## config.mk

```make
export PLATFORM = sky130hd
export DESIGN_NAME = sparse_column_row_band_splitter_unit
export DESIGN_NICKNAME = d
export VERILOG_FILES = /design/src/design/scrbs_pkg.sv /design/src/design/sparse_column_row_band_splitter_unit.sv
export SDC_FILE = /design/constraint.sdc
export NUM_CORES = 1
export LEC_CHECK = 0
export BUFFER_PORTS_ARGS = -buffer_cell sky130_fd_sc_hd__buf_2
export CAP_MARGIN = 20
export CORE_MARGIN = 4
export CORE_UTILIZATION = 58
export CTS_BUF_LIST = sky130_fd_sc_hd__clkbuf_8
export CTS_CLUSTER_DIAMETER = 60
export CTS_CLUSTER_SIZE = 25
export DETAILED_ROUTE_END_ITERATION = 6
export PLACE_DENSITY_LB_ADDON = 0.12
export SYNTH_ARGS = -nofsm -noshare
export SYNTH_HDL_FRONTEND = slang
export SYNTH_SLANG_ARGS = --single-unit
```

## constraint.sdc

```tcl
create_clock -name clk -period 4.82 [get_ports clk]
set_input_delay 0.241 -clock clk [delete_from_list [all_inputs] [get_ports clk]]
set_output_delay 0.241 -clock clk [all_outputs]
set_load 0.02 [all_outputs]
```

## src/design/scrbs_pkg.sv

```systemverilog
// Package for the sparse column row band splitter.
// Holds the field widths and configuration register indexes.
// It depends on nothing; sparse_column_row_band_splitter_unit imports it.
`default_nettype none

package scrbs_pkg;

  // Field widths
  localparam int unsigned ROW_W      = 31;
  localparam int unsigned BANDS_W    = 3;
  localparam int unsigned BAND_NUM_W = 2;
  localparam int unsigned CFG_IDX_W  = 3;

  // Number of band limit registers
  localparam int unsigned LIMIT_REGS = 4;

  typedef logic [ROW_W-1:0]      word_t;
  typedef logic [BANDS_W-1:0]    nbands_t;
  typedef logic [CFG_IDX_W-1:0]  cfg_idx_t;
  typedef logic [BAND_NUM_W-1:0] band_num_t;

  // Configuration register indexes
  localparam cfg_idx_t CFG_BAND_LIMIT_0 = 3'd0;
  localparam cfg_idx_t CFG_BAND_LIMIT_1 = 3'd1;
  localparam cfg_idx_t CFG_BAND_LIMIT_2 = 3'd2;
  localparam cfg_idx_t CFG_BAND_LIMIT_3 = 3'd3;
  localparam cfg_idx_t CFG_BANDS_IN_USE = 3'd4;

endpackage : scrbs_pkg

`default_nettype wire

```

## src/design/sparse_column_row_band_splitter_unit.sv

```systemverilog
// Top level of the sparse column row band splitter: band placement, column
// snapshot and the band-by-band result sequencer.
// Depends on scrbs_pkg.
//
//   Port group | Dir | Handshake          | Carries
//   in_*       | in  | in_valid/in_stall  | row_index, has_entry, column_done
//   out_*      | out | out_valid/out_stall| column, band, start, pointer, flags
//   cfg_*      | in  | cfg_valid/cfg_ready| register index, write data
//
// One input request is taken per cycle unless stalled; band compares and
// counter updates happen in the accepting cycle. A column end copies the
// counts into a snapshot, sent one band per cycle while out_stall is low
// through the output register; a column gives n results. Only a further
// column end stalls while a snapshot is being sent. Reset is synchronous,
// active low and clears all counters; the configuration port is always ready.
`default_nettype none

module sparse_column_row_band_splitter_unit #(
  parameter int unsigned MAX_BANDS = 4
) (
  input  wire                     clk,
  input  wire                     rst_n,
  // input requests
  input  wire                     in_valid,
  output logic                    in_stall,
  input  wire scrbs_pkg::word_t   in_row_index,
  input  wire                     in_has_entry,
  input  wire                     in_column_done,
  // result requests
  output logic                    out_valid,
  input  wire                     out_stall,
  output scrbs_pkg::word_t        out_column_number,
  output scrbs_pkg::band_num_t    out_band_number,
  output scrbs_pkg::word_t        out_band_start,
  output scrbs_pkg::word_t        out_band_pointer,
  output logic                    out_overflow_seen,
  output logic                    out_last_band,
  // configuration writes
  input  wire                     cfg_valid,
  output logic                    cfg_ready,
  input  wire scrbs_pkg::cfg_idx_t cfg_index,
  input  wire scrbs_pkg::word_t   cfg_data
);

  import scrbs_pkg::*;

  // Bands that can ever be used, and the width of a band index
  localparam int unsigned NB = (MAX_BANDS < LIMIT_REGS) ? MAX_BANDS : LIMIT_REGS;
  localparam int unsigned BW = (NB > 1) ? $clog2(NB) : 1;

  typedef logic [BW-1:0] bidx_t;

  // Configuration registers
  word_t   band_limit_r [LIMIT_REGS];
  nbands_t bands_in_use_r;

  // Running state
  word_t   entry_offset_r;
  word_t   column_base_r;
  word_t   column_counter_r;
  logic    overflow_flag_r;
  word_t   band_count_r [NB];
  word_t   band_total_r [NB];

  // Column snapshot under emission
  logic    snap_valid_r;
  word_t   snap_col_r;
  logic    snap_ovf_r;
  nbands_t snap_n_r;
  word_t   snap_cnt_r [NB];
  word_t   start_run_r;
  bidx_t   k_r;

  // Output register
  logic      out_valid_r;
  word_t     out_column_number_r;
  band_num_t out_band_number_r;
  word_t     out_band_start_r;
  word_t     out_band_pointer_r;
  logic      out_overflow_seen_r;
  logic      out_last_band_r;

  // Effective band count: zero acts as one, saturate at NB
  nbands_t n_eff;
  always_comb begin
    n_eff = bands_in_use_r;
    if (n_eff == '0) n_eff = nbands_t'(1);
    if (n_eff > nbands_t'(NB)) n_eff = nbands_t'(NB);
  end

  // Configuration port
  assign cfg_ready = 1'b1;

  always_ff @(posedge clk) begin
    if (!rst_n) begin
      for (int i = 0; i < LIMIT_REGS; i++) band_limit_r[i] <= '0;
      bands_in_use_r <= nbands_t'(1);
    end else if (cfg_valid && cfg_ready) begin
      unique case (cfg_index) inside
        CFG_BAND_LIMIT_0, CFG_BAND_LIMIT_1, CFG_BAND_LIMIT_2, CFG_BAND_LIMIT_3: begin
          band_limit_r[cfg_index[1:0]] <= cfg_data;
        end
        CFG_BANDS_IN_USE: begin
          bands_in_use_r <= cfg_data[BANDS_W-1:0];
        end
        default: ;
      endcase
    end
  end

  // Emitter handshake: move one band into the output register
  logic emit_go;
  logic emit_last;
  assign emit_go   = snap_valid_r && (!out_valid_r || !out_stall);
  assign emit_last = (nbands_t'(k_r) == snap_n_r - nbands_t'(1));

  // A column end needs the snapshot free (or freed this cycle)
  assign in_stall = in_column_done && snap_valid_r && !(emit_go && emit_last);

  logic in_acc;
  assign in_acc = in_valid && !in_stall;

  // Band placement: first used band whose limit exceeds the row
  logic [NB-1:0] hit;
  logic          placed;
  always_comb begin
    hit    = '0;
    placed = 1'b0;
    for (int k = 0; k < NB; k++) begin
      if (!placed && in_has_entry && (nbands_t'(k) < n_eff) &&
          (in_row_index < band_limit_r[k])) begin
        hit[k] = 1'b1;
        placed = 1'b1;
      end
    end
  end

  word_t band_count_nxt [NB];
  word_t entry_offset_nxt;
  logic  overflow_nxt;
  always_comb begin
    for (int k = 0; k < NB; k++) band_count_nxt[k] = band_count_r[k] + word_t'(hit[k]);
    entry_offset_nxt = entry_offset_r + word_t'(in_has_entry);
    overflow_nxt     = overflow_flag_r || (in_has_entry && !placed);
  end

  // Counters and the column snapshot
  always_ff @(posedge clk) begin
    if (!rst_n) begin
      entry_offset_r   <= '0;
      column_base_r    <= '0;
      column_counter_r <= '0;
      overflow_flag_r  <= 1'b0;
      for (int k = 0; k < NB; k++) band_count_r[k] <= '0;
      snap_valid_r     <= 1'b0;
      k_r              <= '0;
    end else begin
      if (in_acc) begin
        entry_offset_r <= entry_offset_nxt;
        if (in_column_done) begin
          for (int k = 0; k < NB; k++) begin
            band_count_r[k] <= '0;
            snap_cnt_r[k]   <= band_count_nxt[k];
          end
          overflow_flag_r  <= 1'b0;
          column_base_r    <= entry_offset_nxt;
          column_counter_r <= column_counter_r + word_t'(1);
          snap_col_r       <= column_counter_r;
          snap_ovf_r       <= overflow_nxt;
          snap_n_r         <= n_eff;
          start_run_r      <= column_base_r;
        end else begin
          for (int k = 0; k < NB; k++) band_count_r[k] <= band_count_nxt[k];
          overflow_flag_r <= overflow_nxt;
        end
      end
      // Sequencer over bands; a new snapshot takes priority over the clear
      if (emit_go) begin
        if (emit_last) begin
          k_r <= '0;
        end else begin
          k_r         <= k_r + bidx_t'(1);
          start_run_r <= start_run_r + snap_cnt_r[k_r];
        end
      end
      if (in_acc && in_column_done) begin
        snap_valid_r <= 1'b1;
      end else if (emit_go && emit_last) begin
        snap_valid_r <= 1'b0;
      end
    end
  end

  // Running band totals, updated as each band goes out
  word_t total_sum;
  assign total_sum = band_total_r[k_r] + snap_cnt_r[k_r];

  always_ff @(posedge clk) begin
    if (!rst_n) begin
      for (int k = 0; k < NB; k++) band_total_r[k] <= '0;
    end else if (emit_go) begin
      band_total_r[k_r] <= total_sum;
    end
  end

  // Output register
  always_ff @(posedge clk) begin
    if (!rst_n) begin
      out_valid_r <= 1'b0;
    end else if (emit_go) begin
      out_valid_r <= 1'b1;
    end else if (!out_stall) begin
      out_valid_r <= 1'b0;
    end
  end

  always_ff @(posedge clk) begin
    if (emit_go) begin
      out_column_number_r <= snap_col_r;
      out_band_number_r   <= band_num_t'(k_r);
      out_band_start_r    <= start_run_r;
      out_band_pointer_r  <= total_sum;
      out_overflow_seen_r <= snap_ovf_r;
      out_last_band_r     <= emit_last;
    end
  end

  assign out_valid         = out_valid_r;
  assign out_column_number = out_column_number_r;
  assign out_band_number   = out_band_number_r;
  assign out_band_start    = out_band_start_r;
  assign out_band_pointer  = out_band_pointer_r;
  assign out_overflow_seen = out_overflow_seen_r;
  assign out_last_band     = out_last_band_r;

  // Checks
  a_stall_only_when_busy: assert property (@(posedge clk) disable iff (!rst_n)
    in_stall |-> snap_valid_r)
    else $error("input stalled with no column snapshot pending");

  a_snapshot_released: assert property (@(posedge clk) disable iff (!rst_n)
    (emit_go && emit_last && !(in_acc && in_column_done)) |=> !snap_valid_r)
    else $error("snapshot still pending after its last band");

  a_overflow_latched: assert property (@(posedge clk) disable iff (!rst_n)
    (in_acc && in_has_entry && !placed && !in_column_done) |=> overflow_flag_r)
    else $error("dropped row did not set the overflow flag");

endmodule : sparse_column_row_band_splitter_unit

`default_nettype wire
```

==> flow_summary.yaml <==
routing:
  num_vias: 24545
  drt_wl_total_um: 86500
  route.detailed.drc: 0
  drt_iter0_drc: 2101
  via_per_inst: 5.77
  drtAntennaViolNets: 0
  wl_per_cell_um: 20.3
  drt_pass1_iterations: 5
cells_and_area:
  layout_common_cells: "628 x edfxtp_1, 374 x nor2_1, 261 x nand2_1"
  final_core_util_pct: 64.5
  layout.cells.non_filler: 4252
  finalNetCount: 3629
  final_common_cell: "edfxtp_1"
  syn_to_final_growth_pct: 9.93
  fillers: 4967
  drive_gt1_share_pct: 12.6
worst_setup_path:
  start_kind: "flop"
  cp.arrival_ps: 5140
  path_cells: "inv_1 > ha_1 > a21o_1 > a21o_1 > a21o_1 > a211oi_1 > o21bai_1 > a221oi_1 > buf_4 > o22a_1 > and2_1 > ha_2 > ha_1 > nand3_2 > nor2_4 > nand4_1 > nor2_2 > buf_4 > nand3_1 > or3_1 > a21oi_1"
  cpPeakStageDelay_ps: 510
  slowest_stage: "a221oi_1"
  critPathMostFrequentCell: "a21o_1"
  required_ps: 5460
  cp_max_fo: 4
  end_kind: "flop"
  path_class: "flop to flop"
clocking:
  cts_tree: "done"
  cts_buffers: 49
  clk_latency_ps: 720
  cts.path.max_buffers: 3
  clock_sinks: 762
  root_buffer: "clkbuf_8"
  htreeDepth: 2
  cts.clk_slew.worst_paths_ps: 130
floorplan:
  pin_count: 172
  die_area_mm2: 0.0679
  num_rows: 92
  dieWidth_um: 261
  core_mm2: 0.0631
  start_util_pct: 58.7
  die_h_um: 261
global_routing:
  grt-ovfl-total: 0
  grt_usage_pct: 25.5
  grt_pass1_wl_um: 135000
  antenna_found_initial: 3
  grt_pass1_vias: 24691
  grt_max_degree: 94
placement:
  place_hpwl_um: 60900
  dp_cells: 4120
  gp_congestion: 0.927
  port_buffers: 170
timing:
  rsz0062_at_grt: "false"
  timing.setup.tns_ps: 0
  relSlewSlack_pct: 28.1
  tightest_slew_ps: 1080
  final.min_clock_period_ps: 4500
  min_period_over_period_pct: 93.3
  hold_violations: 0
  fin_skew_ps: 54.3
  hold_ws_ps: 69.0
  slew_violations: 0
  max_clock_freq_mhz: 222
  setup_viol: 0
run_status:
  status: "completed"
power_and_ir_drop:
  irDropWorstVdd_v: 0.000269
  p_leak_nw: 16.2
  power_density_mw_per_mm2: 326
synth:
  syn-cell-area_mm2: 0.0370
  muxShareOfSynthArea_pct: 4.51
  postSynthCellCount: 3155
  synth_fa_ha_area_share_pct: 6.63
  synth_warnings: 0
  synthSimpleGateAreaFrac_pct: 13.7
  synth_flop_cell: "edfxtp_1"
  synth_fp_nets: 3422
  postSynth.asyncResetShare_pct: 0
  ys_seq_area_share_pct: 58.2
  synth_xor_area_share_pct: 5.51
  ys_ff_latch: 762
  synth_top_family_by_area: "simple AND/OR/NAND/NOR gates"
  synth_edf_count: 628
  synth_compound_area_share_pct: 8.02
  post_synth_num_cell_types: 79
  syn_area_per_cell_um2: 11.7
min_path:
  hold_class: "input pin to flop"
job:
  cap_violations: 0
## per-stage QoR
step | total power [mW] | instance area (µm²) | setup slack [ps]
floorplan | 9.04 | 37000 | 4.29
global placement | 9.60 | 39000 | 218
detailed placement | 9.67 | 39000 | 176
CTS | 13.3 | 40600 | 146
global route | 13.8 | 40700 | 4.42
finish | 13.3 | 40700 | 321
## cell usage after synthesis (all sizes together) (59+ instances only)
library cell,n,area (µm²)
edfxtp,628,18900
nor2,382,1440
nand2,262,991
inv,218,818
ha,193,2410
o21ai,135,676
dfxtp,134,2680
a21oi,130,651
xnor2,124,1090
and2,109,682
xor2,109,955
clkbuf,84,315
nand3,80,400
a21o,74,556
mux4,62,1400
and3,59,369
## path summary, 6_finish.rpt
path	startpoint	to	slack (ps)	depth (start not counted)
max reg2reg	band_limit_r[2][8]$_SDFFCE_PN0P_	band_count_r[2][22]$_SDFFE_PP0P_	320	21
min	cfg_index[2]	bands_in_use_r[1]$_SDFFE_PN0P_	70	5
max	band_limit_r[2][8]$_SDFFCE_PN0P_	band_count_r[2][22]$_SDFFE_PP0P_	320	21
min reg2reg	snap_col_r[9]$_DFFE_PP_	out_column_number[9]$_DFFE_PP_	430	0
## area by class of cell
type | count | area [µm²] | share of cell area, %
Inverter | 219 | 828 | 2.04
Multi-Input combinational cell | 2068 | 14300 | 35.2
Clock inverter | 36 | 465 | 1.14
Timing Repair Buffer | 262 | 1670 | 4.10
Antenna cell | 3 | 7.51 | 0.0185
Sequential cell | 762 | 21500 | 53.0
Clock buffer | 56 | 771 | 1.89
Tap cell | 846 | 1060 | 2.60
## worst max-delay path, delay by kind of cell, from the launching register on
family                     cells  cell delay [ps]
buffers and inverters          3              410
and+or+nand+nor                7             1350
AOI/OAI and AO/OA              8             1640
adders and majority gates      3              660
DFF                            1              370
## registers in the layout, summed over array words and instances, names as in the netlist, 3 cells and up, named ones only
name               flops
out_band_pointer      31
snap_n_r               3
out_column_number     31
column_counter_r      31
band_count_r         124
column_base_r         31
band_total_r         124
band_limit_r         124
entry_offset_r        31
bands_in_use_r         3
start_run_r           31
snap_cnt_r           124
snap_col_r            31
out_band_start        31
## layer usage
layer  wire, µm  up-vias  GRT usage [%]  share of wire (%)
met5          0        -              0                  0
met4       2680        0           8.16                3.1
met3       5680      152           3.61                6.6
met2      41500      755           42.5                 48
met1      36700    11958           35.0                 42
li1           -    11680              -                  -
## what timing repair did
item | CTS | global route
gates resized for setup | 0 | 14
endpoints found under the hold margin | 136 | 0
setup endpoints to repair | 0 | 26
hold buffers | 35 | 0
buffers inserted | 0 | 1
## where the power goes
| part | internal (mW) | switching, mW | total, mW |
|---|---|---|---|
| clock network | 1.35 | 2.36 | 3.71 |
| logic | 0.715 | 1.22 | 1.93 |
| registers | 7.48 | 0.157 | 7.64 |
| total | 9.55 | 3.73 | 13.3 |
## kinds of logic after synthesis
logic type / count (synthesis)
fa+ha+maj: 195
simple gates: 1079
compound gates: 471
xor+xnor: 233
buf+inv: 325
flops: 762
other cells: 1
mux: 89
No activity file was read; power rests on OpenSTA's default activity.
